**config.mk**
```make
export PLATFORM = sky130hd
export DESIGN_NAME = crc16_command_packet_receiver_core
export DESIGN_NICKNAME = d
export VERILOG_FILES = /design/src/hw/rtl/crcpr_pkg.sv /design/src/hw/rtl/crcpr_front.sv /design/src/hw/rtl/crcpr_queue.sv /design/src/hw/rtl/crcpr_back.sv /design/src/hw/rtl/crc16_command_packet_receiver_core.sv
export SDC_FILE = /design/constraint.sdc
export NUM_CORES = 1
export LEC_CHECK = 0
export ABC_AREA = 1
export BUFFER_PORTS_ARGS = -buffer_cell sky130_fd_sc_hd__buf_2
export CAP_MARGIN = 10
export CORE_ASPECT_RATIO = 1.75
export CORE_MARGIN = 2
export CORE_UTILIZATION = 61
export CTS_CLUSTER_SIZE = 10
export DETAILED_ROUTE_END_ITERATION = 10
export HOLD_SLACK_MARGIN = 0.12
export PLACE_DENSITY = 0.83
export SETUP_SLACK_MARGIN = 0.05
export SYNTH_ARGS = -nofsm -noshare
export SYNTH_HDL_FRONTEND = slang
export SYNTH_HIERARCHICAL = 1
export SYNTH_SLANG_ARGS = --single-unit
export TNS_END_PERCENT = 100
```
**constraint.sdc**
```tcl
create_clock -name clock -period 14.9 [get_ports clock]
set_input_delay 2.235 -clock clock [delete_from_list [all_inputs] [get_ports clock]]
set_output_delay 2.235 -clock clock [all_outputs]
set_load 0.05 [all_outputs]
```
**src/hw/rtl/crcpr_pkg.sv**
```systemverilog
`default_nettype none
// ----------------------------------------------------------------------------
// crcpr_pkg
// Shared types, constants and the CRC-16 byte update for the packet receiver.
// ----------------------------------------------------------------------------
package crcpr_pkg;

   // Bytes kept per packet; anything beyond is dropped (range 19..256).
   localparam int BUFFER_BYTES = 64;
   localparam int COUNT_W      = $clog2(BUFFER_BYTES + 1);

   // Packet layout
   localparam int MIN_BYTES      = 3;   // opcode plus two crc bytes
   localparam int ATT_CRC_HI_POS = 17;  // attitude crc high byte position
   localparam int ATT_CRC_LO_POS = 18;  // attitude crc low byte position
   localparam int ATT_BYTES      = 19;  // checked length of an attitude packet
   localparam int PAYLOAD_LAST   = 16;  // last payload byte position
   localparam int PAYLOAD_WORDS  = 4;

   localparam logic [15:0] CRC_INIT     = 16'hFFFF;
   localparam logic [15:0] CRC_POLY     = 16'h8005;
   localparam logic [15:0] CRC_XOR_OUT  = 16'hFFFF;
   localparam logic [7:0]  ATT_OPC_INIT = 8'd1;

   // Front-to-back queue depth
   localparam int QUEUE_DEPTH = 2;
   localparam int QPTR_W      = $clog2(QUEUE_DEPTH);
   localparam int QCNT_W      = $clog2(QUEUE_DEPTH + 1);

   typedef enum logic [1:0] {
      STATUS_SIMPLE_OK   = 2'd0,
      STATUS_ATTITUDE_OK = 2'd1,
      STATUS_CRC_BAD     = 2'd2,
      STATUS_TOO_SHORT   = 2'd3
   } status_type;

   typedef logic [PAYLOAD_WORDS-1:0][3:0][7:0] payload_type;

   typedef struct packed {
      logic [7:0] rx_byte;
      logic       end_of_packet;
   } req_item_type;

   typedef struct packed {
      status_type  status;
      logic [7:0]  opcode;
      logic [31:0] roll_bits;
      logic [31:0] pitch_bits;
      logic [31:0] yaw_bits;
      logic [31:0] throttle_bits;
      logic [31:0] good_count;
      logic [31:0] bad_count;
   } rsp_item_type;

   // Everything the back end needs to judge one finished packet.
   typedef struct packed {
      logic [COUNT_W-1:0] byte_count;
      logic [7:0]         first_byte;
      logic [7:0]         trail_hi;
      logic [7:0]         trail_lo;
      logic [15:0]        crc;
      logic [15:0]        crc_at_17;
      logic [15:0]        crc_bytes_at_17;
      payload_type        payload;
   } pkt_summary_type;

   // Reflected-shift update through an MSB-first 0x8005 table entry.
   function automatic logic [15:0] crc_feed(input logic [15:0] crc, input logic [7:0] b);
      logic [15:0] v;
      v = {crc[7:0] ^ b, 8'h00};
      for (int k = 0; k < 8; k++) begin
         if (v[15]) begin
            v = {v[14:0], 1'b0} ^ CRC_POLY;
         end else begin
            v = {v[14:0], 1'b0};
         end
      end
      return {8'h00, crc[15:8]} ^ v;
   endfunction

endpackage
`default_nettype wire

```
**src/hw/rtl/crcpr_front.sv**
```systemverilog
`default_nettype none
// ----------------------------------------------------------------------------
// crcpr_front
// Per-byte packet accumulator: crc, trailer delay line, payload capture.
// Emits one packet summary on the end-of-packet byte.
// ----------------------------------------------------------------------------
module crcpr_front (
   input  wire logic                       clock,
   input  wire logic                       reset,
   input  wire logic                       accept,
   input  wire crcpr_pkg::req_item_type    item,
   output      logic                       sum_push,
   output      crcpr_pkg::pkt_summary_type sum_data
);

   localparam int CW = crcpr_pkg::COUNT_W;

   logic [CW-1:0]          count_ff, count_in, count_upd;
   logic [7:0]             first_ff, first_in, first_upd;
   logic [7:0]             trail_hi_ff, trail_hi_in, trail_hi_upd;
   logic [7:0]             trail_lo_ff, trail_lo_in, trail_lo_upd;
   logic [15:0]            crc_ff, crc_in, crc_upd;
   logic [15:0]            crc17_ff, crc17_in, crc17_upd;
   logic [15:0]            crcb17_ff, crcb17_in, crcb17_upd;
   crcpr_pkg::payload_type payload_ff, payload_in, payload_upd;
   logic [3:0]             pos;
   logic                   in_buffer;

   assign pos       = 4'(count_ff - CW'(1));
   assign in_buffer = (count_ff < CW'(crcpr_pkg::BUFFER_BYTES));

   always_comb begin
      count_upd    = count_ff;
      first_upd    = first_ff;
      trail_hi_upd = trail_hi_ff;
      trail_lo_upd = trail_lo_ff;
      crc_upd      = crc_ff;
      crc17_upd    = crc17_ff;
      crcb17_upd   = crcb17_ff;
      payload_upd  = payload_ff;
      if (in_buffer) begin
         // crc runs two bytes behind so the trailer never enters it
         if (count_ff >= CW'(2)) begin
            crc_upd = crcpr_pkg::crc_feed(crc_ff, trail_hi_ff);
         end
         trail_hi_upd = trail_lo_ff;
         trail_lo_upd = item.rx_byte;
         if (count_ff == '0) begin
            first_upd = item.rx_byte;
         end
         if (count_ff >= CW'(1) && count_ff <= CW'(crcpr_pkg::PAYLOAD_LAST)) begin
            payload_upd[pos[3:2]][pos[1:0]] = item.rx_byte;
         end
         if (count_ff == CW'(crcpr_pkg::ATT_CRC_HI_POS)) begin
            crcb17_upd = {item.rx_byte, 8'h00};
         end
         if (count_ff == CW'(crcpr_pkg::ATT_CRC_LO_POS)) begin
            crcb17_upd = {crcb17_ff[15:8], item.rx_byte};
            crc17_upd  = crc_upd;
         end
         count_upd = count_ff + CW'(1);
      end
   end

   assign sum_push = accept & item.end_of_packet;

   always_comb begin
      sum_data.byte_count      = count_upd;
      sum_data.first_byte      = first_upd;
      sum_data.trail_hi        = trail_hi_upd;
      sum_data.trail_lo        = trail_lo_upd;
      sum_data.crc             = crc_upd;
      sum_data.crc_at_17       = crc17_upd;
      sum_data.crc_bytes_at_17 = crcb17_upd;
      sum_data.payload         = payload_upd;
   end

   always_comb begin
      count_in    = count_ff;
      first_in    = first_ff;
      trail_hi_in = trail_hi_ff;
      trail_lo_in = trail_lo_ff;
      crc_in      = crc_ff;
      crc17_in    = crc17_ff;
      crcb17_in   = crcb17_ff;
      payload_in  = payload_ff;
      if (accept) begin
         if (item.end_of_packet) begin
            count_in    = '0;
            first_in    = '0;
            trail_hi_in = '0;
            trail_lo_in = '0;
            crc_in      = crcpr_pkg::CRC_INIT;
            crc17_in    = '0;
            crcb17_in   = '0;
            payload_in  = '0;
         end else begin
            count_in    = count_upd;
            first_in    = first_upd;
            trail_hi_in = trail_hi_upd;
            trail_lo_in = trail_lo_upd;
            crc_in      = crc_upd;
            crc17_in    = crc17_upd;
            crcb17_in   = crcb17_upd;
            payload_in  = payload_upd;
         end
      end
   end

   always_ff @(posedge clock) begin
      if (reset) begin
         count_ff    <= '0;
         first_ff    <= '0;
         trail_hi_ff <= '0;
         trail_lo_ff <= '0;
         crc_ff      <= crcpr_pkg::CRC_INIT;
         crc17_ff    <= '0;
         crcb17_ff   <= '0;
         payload_ff  <= '0;
      end else begin
         count_ff    <= count_in;
         first_ff    <= first_in;
         trail_hi_ff <= trail_hi_in;
         trail_lo_ff <= trail_lo_in;
         crc_ff      <= crc_in;
         crc17_ff    <= crc17_in;
         crcb17_ff   <= crcb17_in;
         payload_ff  <= payload_in;
      end
   end

endmodule
`default_nettype wire

```
**src/hw/rtl/crcpr_queue.sv**
```systemverilog
`default_nettype none
// ----------------------------------------------------------------------------
// crcpr_queue
// Short register queue of packet summaries between front and back.
// ----------------------------------------------------------------------------
module crcpr_queue (
   input  wire logic                       clock,
   input  wire logic                       reset,
   input  wire logic                       push,
   input  wire crcpr_pkg::pkt_summary_type push_data,
   input  wire logic                       pop,
   output      crcpr_pkg::pkt_summary_type pop_data,
   output      logic                       full,
   output      logic                       empty
);

   localparam int PW = crcpr_pkg::QPTR_W;
   localparam int NW = crcpr_pkg::QCNT_W;

   crcpr_pkg::pkt_summary_type mem [crcpr_pkg::QUEUE_DEPTH];

   logic [PW-1:0] wr_ptr_ff, wr_ptr_in;
   logic [PW-1:0] rd_ptr_ff, rd_ptr_in;
   logic [NW-1:0] count_ff, count_in;
   logic          do_push, do_pop;

   assign full    = (count_ff == NW'(crcpr_pkg::QUEUE_DEPTH));
   assign empty   = (count_ff == '0);
   assign do_push = push & ~full;
   assign do_pop  = pop & ~empty;
   assign pop_data = mem[rd_ptr_ff];

   function automatic logic [PW-1:0] ptr_next(input logic [PW-1:0] p);
      if (p == PW'(crcpr_pkg::QUEUE_DEPTH - 1)) begin
         return '0;
      end
      return p + PW'(1);
   endfunction

   always_comb begin
      wr_ptr_in = do_push ? ptr_next(wr_ptr_ff) : wr_ptr_ff;
      rd_ptr_in = do_pop  ? ptr_next(rd_ptr_ff) : rd_ptr_ff;
      count_in  = count_ff + NW'(do_push) - NW'(do_pop);
   end

   always_ff @(posedge clock) begin
      if (do_push) begin
         mem[wr_ptr_ff] <= push_data;
      end
   end

   always_ff @(posedge clock) begin
      if (reset) begin
         wr_ptr_ff <= '0;
         rd_ptr_ff <= '0;
         count_ff  <= '0;
      end else begin
         wr_ptr_ff <= wr_ptr_in;
         rd_ptr_ff <= rd_ptr_in;
         count_ff  <= count_in;
      end
   end

endmodule
`default_nettype wire

```
**src/hw/rtl/crcpr_back.sv**
```systemverilog
`default_nettype none
// ----------------------------------------------------------------------------
// crcpr_back
// Packet judge: crc compare, classification, totals, result register.
// Also holds the attitude opcode register.
// ----------------------------------------------------------------------------
module crcpr_back (
   input  wire logic                       clock,
   input  wire logic                       reset,
   input  wire logic                       csr_write_en,
   input  wire logic [7:0]                 csr_write_data,
   input  wire logic                       sum_valid,
   input  wire crcpr_pkg::pkt_summary_type sum_data,
   output      logic                       sum_pop,
   output      logic                       rsp_valid,
   input  wire logic                       rsp_taken,
   output      crcpr_pkg::rsp_item_type    rsp_item
);

   localparam int CW = crcpr_pkg::COUNT_W;

   logic [7:0]              att_opc_ff, att_opc_in;
   logic [31:0]             good_ff, good_in;
   logic [31:0]             bad_ff, bad_in;
   logic                    valid_ff, valid_in;
   crcpr_pkg::rsp_item_type item_ff, item_in;
   logic                    load;
   logic                    is_short, is_attitude, att_match, simple_match;

   assign load    = sum_valid & (~valid_ff | rsp_taken);
   assign sum_pop = load;

   assign is_short    = (sum_data.byte_count < CW'(crcpr_pkg::MIN_BYTES));
   assign is_attitude = (sum_data.first_byte == att_opc_ff) &&
                        (sum_data.byte_count >= CW'(crcpr_pkg::ATT_BYTES));
   assign att_match    = ((sum_data.crc_at_17 ^ crcpr_pkg::CRC_XOR_OUT) ==
                          sum_data.crc_bytes_at_17);
   assign simple_match = ((sum_data.crc ^ crcpr_pkg::CRC_XOR_OUT) ==
                          {sum_data.trail_hi, sum_data.trail_lo});

   always_comb begin
      att_opc_in = csr_write_en ? csr_write_data : att_opc_ff;
      good_in    = good_ff;
      bad_in     = bad_ff;
      item_in    = item_ff;
      valid_in   = valid_ff & ~rsp_taken;
      if (load) begin
         valid_in              = 1'b1;
         item_in.opcode        = sum_data.first_byte;
         item_in.roll_bits     = '0;
         item_in.pitch_bits    = '0;
         item_in.yaw_bits      = '0;
         item_in.throttle_bits = '0;
         if (is_short) begin
            item_in.status = crcpr_pkg::STATUS_TOO_SHORT;
         end else if (is_attitude) begin
            if (att_match) begin
               item_in.status        = crcpr_pkg::STATUS_ATTITUDE_OK;
               item_in.roll_bits     = sum_data.payload[0];
               item_in.pitch_bits    = sum_data.payload[1];
               item_in.yaw_bits      = sum_data.payload[2];
               item_in.throttle_bits = sum_data.payload[3];
               good_in               = good_ff + 32'd1;
            end else begin
               item_in.status = crcpr_pkg::STATUS_CRC_BAD;
               bad_in         = bad_ff + 32'd1;
            end
         end else if (simple_match) begin
            item_in.status = crcpr_pkg::STATUS_SIMPLE_OK;
            good_in        = good_ff + 32'd1;
         end else begin
            item_in.status = crcpr_pkg::STATUS_CRC_BAD;
            bad_in         = bad_ff + 32'd1;
         end
         item_in.good_count = good_in;
         item_in.bad_count  = bad_in;
      end
   end

   always_ff @(posedge clock) begin
      item_ff <= item_in;
   end

   always_ff @(posedge clock) begin
      if (reset) begin
         att_opc_ff <= crcpr_pkg::ATT_OPC_INIT;
         good_ff    <= '0;
         bad_ff     <= '0;
         valid_ff   <= 1'b0;
      end else begin
         att_opc_ff <= att_opc_in;
         good_ff    <= good_in;
         bad_ff     <= bad_in;
         valid_ff   <= valid_in;
      end
   end

   assign rsp_valid = valid_ff;
   assign rsp_item  = item_ff;

endmodule
`default_nettype wire

```
**src/hw/rtl/crc16_command_packet_receiver_core.sv**
```systemverilog
`default_nettype none
// ----------------------------------------------------------------------------
// crc16_command_packet_receiver_core
// Byte-stream packet receiver with CRC-16 check, attitude payload extraction
// and good/bad packet totals.
// ----------------------------------------------------------------------------
// Throughput: one byte per cycle, back-to-back packets too, unless req_full is high.
// A result reaches the rsp_ ports once its summary, written into the queue on the edge
//   that accepts its last byte, has moved into the result register.
// The crc byte update is one table step per accepted byte, in the front end.
// Reset (synchronous, active high): queues empty, totals zero, packet state
//   cleared, attitude opcode back to 1. No clearing pass.
// ----------------------------------------------------------------------------
module crc16_command_packet_receiver_core (
   input  wire logic                    clock,
   input  wire logic                    reset,
   // input byte channel
   input  wire logic                    req_push,
   output      logic                    req_full,
   input  wire crcpr_pkg::req_item_type req_item,
   // result channel
   output      logic                    rsp_empty,
   input  wire logic                    rsp_pop,
   output      crcpr_pkg::rsp_item_type rsp_item,
   // attitude opcode register
   input  wire logic                    csr_write_en,
   input  wire logic [7:0]              csr_write_data
);

   // Front and back are decoupled by a two-entry summary queue. The front
   // only needs queue space on an end-of-packet byte, but it stalls on a full
   // queue; with the result register draining, the queue never stays full,
   // so bytes flow one per cycle.
   logic                       req_accept;
   logic                       sum_push;
   crcpr_pkg::pkt_summary_type sum_push_data;
   crcpr_pkg::pkt_summary_type sum_pop_data;
   logic                       sum_pop;
   logic                       q_full;
   logic                       q_empty;
   logic                       rsp_valid;

   assign req_full   = q_full;
   assign req_accept = req_push & ~q_full;

   crcpr_front u_front (
      .clock    (clock),
      .reset    (reset),
      .accept   (req_accept),
      .item     (req_item),
      .sum_push (sum_push),
      .sum_data (sum_push_data)
   );

   crcpr_queue u_queue (
      .clock     (clock),
      .reset     (reset),
      .push      (sum_push),
      .push_data (sum_push_data),
      .pop       (sum_pop),
      .pop_data  (sum_pop_data),
      .full      (q_full),
      .empty     (q_empty)
   );

   // Back end: the result register frees as soon as it is popped, so a new
   // item can load in the same cycle the old one leaves.
   crcpr_back u_back (
      .clock          (clock),
      .reset          (reset),
      .csr_write_en   (csr_write_en),
      .csr_write_data (csr_write_data),
      .sum_valid      (~q_empty),
      .sum_data       (sum_pop_data),
      .sum_pop        (sum_pop),
      .rsp_valid      (rsp_valid),
      .rsp_taken      (rsp_pop),
      .rsp_item       (rsp_item)
   );

   assign rsp_empty = ~rsp_valid;

   // ------------------------------------------------------------------------
   // Assertions
   // ------------------------------------------------------------------------

   // payload words only carry data on an accepted attitude item
   a_payload_zero : assert property (@(posedge clock) disable iff (reset)
      (!rsp_empty && rsp_item.status != crcpr_pkg::STATUS_ATTITUDE_OK) |->
      (rsp_item.roll_bits == '0 && rsp_item.pitch_bits == '0 &&
       rsp_item.yaw_bits == '0 && rsp_item.throttle_bits == '0))
      else $error("payload words set on a non-attitude item");

   // queue cannot be both full and empty
   a_queue_flags : assert property (@(posedge clock) disable iff (reset)
      !(q_full && q_empty))
      else $error("summary queue full and empty at once");

   // nothing to deliver right after reset
   a_reset_empty : assert property (@(posedge clock)
      $past(reset) |-> (rsp_empty && q_empty))
      else $error("item present right after reset");

   // a short packet leaves both totals alone relative to the previous item
   a_short_no_count : assert property (@(posedge clock) disable iff (reset)
      (!rsp_empty && rsp_pop) ##1
      (!rsp_empty && rsp_item.status == crcpr_pkg::STATUS_TOO_SHORT) |->
      (rsp_item.good_count == $past(rsp_item.good_count) &&
       rsp_item.bad_count == $past(rsp_item.bad_count)))
      else $error("too-short item changed a total");

endmodule
`default_nettype wire
```
==> results of run 1 <==
cells in the final DEF (no fill, tap or decap), types with 72 or more instances in the layout:
master / n
o21ai_0: 72
dfxtp_1: 284
clkbuf_1: 75
inv_1: 419
mux2_4: 130
clkbuf_16: 101
buf_2: 224
a21oi_1: 326
nand3_1: 158
mux2_2: 77
edfxtp_1: 616
nand2_1: 1038
nor2_1: 407
cell type report:
class,count,area share [%]
Sequential cell,901,54.4
Tap cell,882,2.48
Multi-Input combinational cell,2478,29.9
Timing Repair Buffer,252,3.06
Inverter,428,3.67
Clock inverter,6,0.233
Clock buffer,176,6.31
cells in the mapped netlist:
library cell / count / area share [%]
nand4_1: 58 / 0.90
nand3_2: 18 / 0.45
nand3_4: 4 / 0.17
nor4_1: 5 / 0.078
xor2_1: 29 / 0.63
o211ai_1: 5 / 0.093
o21ai_0: 72 / 0.90
buf_6: 38 / 1.1
or2_2: 1 / 0.016
nor2_4: 22 / 0.62
edfxtp_1: 616 / 46
dfxtp_1: 285 / 14
clkbuf_1: 100 / 0.93
or2_4: 1 / 0.022
buf_4: 2 / 0.037
nand3_1: 158 / 2.0
nor2_2: 6 / 0.093
nand2_1: 1039 / 9.7
mux2_2: 77 / 2.2
nor3_4: 1 / 0.040
nand2_4: 3 / 0.084
a31oi_4: 1 / 0.053
xnor2_1: 7 / 0.15
nor3_1: 15 / 0.19
clkinv_4: 1 / 0.022
o21ai_1: 8 / 0.10
nand3b_1: 1 / 0.019
inv_2: 5 / 0.047
buf_2: 49 / 0.61
nor2_1: 409 / 3.8
mux2_4: 130 / 4.9
nand3b_4: 1 / 0.050
a21oi_2: 62 / 1.4
ha_1: 11 / 0.34
nand2_2: 7 / 0.11
o21a_1: 1 / 0.019
inv_1: 422 / 3.9
a21oi_1: 326 / 4.1
buf_1: 10 / 0.093
worst min path at each step:
stage / startpoint / to / depth (start not counted)
6_report: u_front/crc17_ff[7] / u_front/crc17_ff[7] / 2
5_1_grt: u_front/payload_ff[61] / u_front/payload_ff[61] / 2
4_1_cts: u_front/crc17_ff[9] / u_front/crc17_ff[9] / 2
3_5_place_dp: u_front/crc17_ff[14] / u_front/crc17_ff[14] / 2
3_3_place_gp: u_front/crc17_ff[4] / u_front/crc17_ff[4] / 2
2_1_floorplan: u_back/att_opc_ff[3] / u_back/att_opc_ff[3] / 2
critical path, stage by stage (launching register included):
cell	delay [ns]
dfxtp_4	0.90
buf_4	0.74
buf_4	0.96
mux2_2	0.43
or2_4	0.27
nor3_4	0.80
inv_2	0.48
buf_4	0.47
nand2_1	0.13
nor2_1	0.06
nand2_1	0.06
nand2_1	0.05
nand2_1	0.07
inv_1	0.04
per-stage QoR:
step / worst slack [ns] / utilization (%) / total power, mW / instance area, sq um
floorplan: 2.69 / - / 5.60 / 40200
global placement: 9.18 / 63.7 / 6.10 / 41600
detailed placement: 9.13 / 63.7 / 6.15 / 41600
CTS: 9.11 / 68.2 / 8.38 / 44500
global route: 8.75 / 68.2 / 8.72 / 44500
finish: 9.08 / 68.2 / 8.34 / 44500
logic make-up (layout without fill, tap and decap cells):
family | Yosys count | in the layout | share of synthesized area, %
XOR/XNOR | 36 | 36 | 0.784
AND/OR/NAND/NOR | 1749 | 1749 | 18.3
flip-flops | 901 | 901 | 60.2
multiplexers | 207 | 207 | 7.01
AO/OA/AOI/OAI | 475 | 475 | 6.57
adder cells (fa/ha/maj) | 11 | 11 | 0.342
buffers and inverters | 627 | 862 | 6.75
registers in the layout (all words and copies together) (netlist names), named ones only:
register             cells
u_back/att_opc_ff        8
u_back/rsp_valid         1
u_front/trail_lo_ff      8
u_front/trail_hi_ff      8
u_front/crc_ff          16
u_back/bad_ff           32
u_front/crcb17_ff       16
u_back/rsp_item        202
u_front/crc17_ff        16
u_front/payload_ff     128
u_queue/count_ff         2
u_queue/rd_ptr_ff        1
u_front/first_ff         8
u_back/good_ff          32
u_queue/wr_ptr_ff        1
u_queue/mem            414
u_front/count_ff         7
report_power, final:
part / switching (mW) / internal [mW]
registers: 0.254 / 3.27
logic: 1.93 / 0.664
clock network: 0.951 / 1.27
routing by layer:
layer / GRT usage [%] / wire (um) / vias up
met5: 0 / 0 / -
met4: 12.2 / 3700 / 0
met3: 3.93 / 6610 / 256
met2: 49.0 / 48400 / 1267
met1: 31.3 / 33400 / 13628
li1: - / - / 13508
==> impl_metrics.yaml, run 1 <==
clock_network:
  clk_pin_slew_ns: 0.06
  cts_sinks: 901
  cts_hold_buffers: 0
  cts_htree_levels: 3
  cts_buffer_depth: 3
  post_cts_buffers: 0
  postCtsResizedCells: 0
  clkLatencyLatePin_ns: 0.66
  cts_buffers: 100
  cts_tree: "built"
  cts-root-buf: "clkbuf_16"
final_layout:
  fill_cells: 4617
  area_growth_syn_to_layout_pct: 10.8
  multi_input_area_sq_um: 13300
  nets: 4194
  drive_gt1_share_pct: 16.6
  seq_area_sq_um: 24200
  diodes: 0
  stdcell_count: 5123
floorplan:
  core_sq_um: 65300
  placementRows: 124
  ios: 226
  die_width_um: 198
  die-area_sq_um: 68000
  start_util_pct: 61.5
  chipHeight_um: 344
placement:
  dp_cells: 4941
  portBuffers: 225
  dp_hpwl_mm: 54.7
  place.gp.congestion: 0.895
synthesis:
  ys_ff_latch: 901
  synth-seq-area-share_pct: 60.2
  synth_area_sq_um: 40200
  synth_cell_type_count: 39
  yosysWarnings: 6
  avgSynthCellArea_sq_um: 10.0
  synth_cells: 4006
  synth_fp_nets: 4039
global_routing:
  grt_max_degree: 162
  grt_pass1_vias: 27679
  grtUsageTotal_pct: 26.9
  grt_pass1_wl_mm: 144
  antenna_found_initial: 0
  grt_overflow_total: 0
detailed_routing:
  vias: 28659
  drc: 0
  first_pass_iters: 7
  first_iter_violations: 2388
  via_per_inst: 5.59
  final_antenna_net_count: 0
  wire_per_inst_um: 18.0
  drt_wl_total_mm: 92.1
setup_path:
  crit_path_end: "u_back/rsp_item[26]"
  rr_worst_depth: 13
  cp_data_arrival_time_ns: 6.22
  cp-start-kind: "flip-flop"
  rrSetupSlack_ns: 9.08
  crit_type: "flip-flop to flip-flop"
  crit_required_ns: 15.31
  cp_max_fo: 57
  r2r_end: "u_back/rsp_item[26]"
  end_kind: "flip-flop"
pwr:
  power.leakage_nw: 17.7
  power_density_nw_per_um2: 187
  ir_drop_uv: 141
sta:
  max_slew_margin_pct: 19.9
  post-route-period-util_pct: 39.0
  drv_slew: 0
  finalCriticalPeriod_ns: 5.82
  finalHoldViolCount: 0
  finalSetupTns_ns: 0
  clock_skew_ns: 0.0407
  whs_ns: 0.464
  worst_slew_pin_slew_ns: 1.20
  setup_viol: 0
  fmax_mhz: 172
  rsz0062_at_grt: "no"
run:
  cap_violations: 0
hold_path:
  hold_path_class: "flip-flop to flip-flop"
run_status:
  status: "finished, final reports clean"
Note: power is estimated with default switching activity, not from simulation.
==> inputs of run 2 (changes only) <==
--- a/config.mk
+++ b/config.mk
@@ -5,7 +5,7 @@
 export SDC_FILE = /design/constraint.sdc
 export NUM_CORES = 1
 export LEC_CHECK = 0
-export ABC_AREA = 1
+export ABC_AREA = 0
 export BUFFER_PORTS_ARGS = -buffer_cell sky130_fd_sc_hd__buf_2
 export CAP_MARGIN = 10
 export CORE_ASPECT_RATIO = 1.75
==> constraint.sdc (replaced) <==
create_clock -name clock -period 6 [get_ports clock]
set_input_delay 0.9 -clock clock [delete_from_list [all_inputs] [get_ports clock]]
set_output_delay 0.9 -clock clock [all_outputs]
set_load 0.05 [all_outputs]
==> run 2 against run 1 <==
Sequential share of layout area up 0.19 points. Highest routed layer unchanged. Core utilization is 0.085 points higher. First-iteration DRC count increased by 11%. Fmax rose by 32%. Hold slack got worse by 0.012 ns. Clock-buffer cell count rose by 5. Combinational power up 87%. Synthesized area fell by 0.78%. Total power grew 120%. Register-to-register slack worse by 7.5 ns. Critical path depth down 4.
==> impl_metrics.yaml, run 2 <==
pwr:
  power.leakage_nw: 15.8
  ir_drop_uv: 567
  power_density_nw_per_um2: 415
clock_network:
  cts_buffer_depth: 3
  cts_tree: "built"
  cts-root-buf: "clkbuf_16"
  clkLatencyLatePin_ns: 0.65
  clk_pin_slew_ns: 0.06
  cts_htree_levels: 3
  cts_hold_buffers: 0
  cts_buffers: 100
  post_cts_buffers: 0
  postCtsResizedCells: 0
  cts_sinks: 901
final_layout:
  layout_common_cells: "edfxtp_1, nand2_1, dfxtp_1, buf_2, mux2_2"
  seq_area_sq_um: 24200
  fin_area_sq_um: 44400
  layout_commonest_cell: "edfxtp_1"
  drive_gt1_share_pct: 22.8
  nets: 3334
  top_register: "u_queue/mem"
  fill_cells: 4328
  stdcell_count: 4205
  area_growth_syn_to_layout_pct: 11.2
  diodes: 0
  multi_input_area_sq_um: 14500
  largest_reg_flops: 414
sta:
  finalCriticalPeriod_ns: 4.40
  whs_ns: 0.452
  max_slew_margin_pct: 16.6
  drv_slew: 0
  setup_viol: 0
  rsz0062_at_grt: "no"
  worst_slew_pin_slew_ns: 1.25
  finalSetupTns_ns: 0
  fmax_mhz: 227
  post-route-period-util_pct: 73.3
  clock_skew_ns: 0.0229
  worst_slack_ns: 1.60
  finalHoldViolCount: 0
setup_path:
  slowest_delay_ns: 0.87
  rr_worst_depth: 9
  end_kind: "flip-flop"
  cp_data_arrival_time_ns: 4.78
  crit_path_top_delay_cell: "dfxtp_4"
  r2r_end: "u_back/rsp_item[58]"
  cp-start-kind: "flip-flop"
  rrSetupSlack_ns: 1.60
  cp_max_fo: 45
  crit_chain: "buf_4 -> mux2_4 -> xnor2_1 -> nor4_1 -> nand4_1 -> mux2i_4 -> buf_4 -> nand4_1 -> xnor2_1"
  crit_type: "flip-flop to flip-flop"
  crit_required_ns: 6.38
floorplan:
  die-area_sq_um: 67500
  die_width_um: 197
  ios: 226
  placementRows: 124
  core_sq_um: 65000
  chipHeight_um: 342
  start_util_pct: 61.3
global_routing:
  grt_overflow_total: 0
  grt_max_degree: 197
  grt_pass1_wl_mm: 146
  grtUsageTotal_pct: 27.8
  grt_pass1_vias: 26645
  antenna_found_initial: 0
placement:
  dp_cells: 4017
  portBuffers: 225
  pre_cts_ws_ns: 1.72
  place.gp.congestion: 0.914
  dp_hpwl_mm: 59.6
  place_area_sq_um: 41400
hold_path:
  hold_path_class: "flip-flop to flip-flop"
  hold_start: "u_front/crc17_ff[13]"
  hold_end: "u_front/crc17_ff[13]"
  min_path_cells: 1
run:
  cap_violations: 0
synthesis:
  synthArstFlopShare_pct: 0
  ys_top_cells_by_count: "edfxtp_1, nand2_1, dfxtp_1"
  synth_cells: 3144
  synth_top_area_share_pct: 46.4
  synth-seq-area-share_pct: 60.7
  synth_cell_type_count: 74
  ys_ff_latch: 901
  synthFlopType: "edfxtp_1"
  synth_top_area_cell: "edfxtp_1"
  synth_area_sq_um: 39900
  yosys.cell_count.top_type: "edfxtp_1"
  synth_fp_nets: 3177
  synth-edff-count: 616
  yosysWarnings: 6
  synth_area_leaders: "edfxtp_1, dfxtp_1, mux2_2, mux2_4, nand2_1"
  avgSynthCellArea_sq_um: 12.7
detailed_routing:
  final_antenna_net_count: 0
  wire_per_inst_um: 22.6
  via_per_inst: 6.28
  vias: 26419
  first_pass_iters: 6
  drt_wl_total_mm: 95.1
  drc: 0
  first_iter_violations: 2661
run_status:
  status: "finished, final reports clean"
## run 2: changes by cell type after synthesis, sizes merged, moves of 46 or more
| cell | previous run | this run |
|---|---|---|
| nor2b | 0 | 68 |
| a22oi | 0 | 83 |
| or4 | 0 | 52 |
| mux2 | 207 | 374 |
| a21oi | 388 | 132 |
| nor2 | 437 | 134 |
| nand2 | 1049 | 340 |
| a31oi | 1 | 83 |
| xnor2 | 7 | 54 |
| and2 | 0 | 150 |
| o31ai | 0 | 46 |
| inv | 427 | 24 |
| nand3 | 180 | 77 |
## run 2: final cells by class
cell class,instances,area share (%)
inverter,24,0.226
tap,819,2.31
timing repair buffer,272,3.59
multi-input combinational,2002,32.7
sequential,901,54.6
clock buffer,181,6.42
clock inverter,6,0.135
## run 2: worst max-delay path, delay by kind of cell (launching register included)
kind	cells	cell delay [ns]
xor+xnor	2	0.39
buf+inv	2	0.85
flops	1	0.87
mux	2	1.17
simple gates	3	0.81
## run 2: metrics by stage
stage | power [mW] | utilization [%]
2_1_floorplan | 12.0 | -
3_3_place_gp | 12.9 | 63.7
3_5_place_dp | 13.0 | 63.7
4_1_cts | 18.5 | 68.2
5_1_grt | 19.0 | 68.2
6_report | 18.4 | 68.2
## run 2: worst max path at each step
stage,start,endpoint,slack [ns],cells past startpoint
2_1_floorplan,rsp_pop,u_back/good_ff[24],0.58,8
3_3_place_gp,flip-flop,u_back/rsp_item[63],1.80,9
3_5_place_dp,flip-flop,u_back/rsp_item[63],1.72,9
4_1_cts,flip-flop,u_back/rsp_item[63],1.70,9
5_1_grt,flip-flop,u_back/rsp_item[63],1.44,9
6_report,flip-flop,u_back/rsp_item[58],1.60,9
## run 2: per-layer routing
metal / routed length (um) / track usage [%] / part of all wire (%)
met1: 34400 / 32.5 / 36
met2: 49200 / 48.7 / 52
met3: 6480 / 3.86 / 6.8
met4: 5030 / 15.9 / 5.3
met5: 0 / 0 / 0
## run 2: where the power goes
group          internal [mW]  leakage (nW)  total, mW  switching (mW)
Combinational           1.22          6.36       4.85            3.63
Clock                   3.18          1.38       5.49            2.31
Sequential              7.75          8.05       8.08           0.334
## run 2: cell families (layout without fill, tap and decap cells)
family	count (synthesis)	after routing	share of synthesized area (%)
AO/OA/AOI/OAI	473	473	7.56
XOR/XNOR	134	134	3.19
adder cells (fa/ha/maj)	11	11	0.345
buffers and inverters	241	483	2.94
flip-flops	901	901	60.7
multiplexers	389	389	12.2
AND/OR/NAND/NOR	995	995	13.1
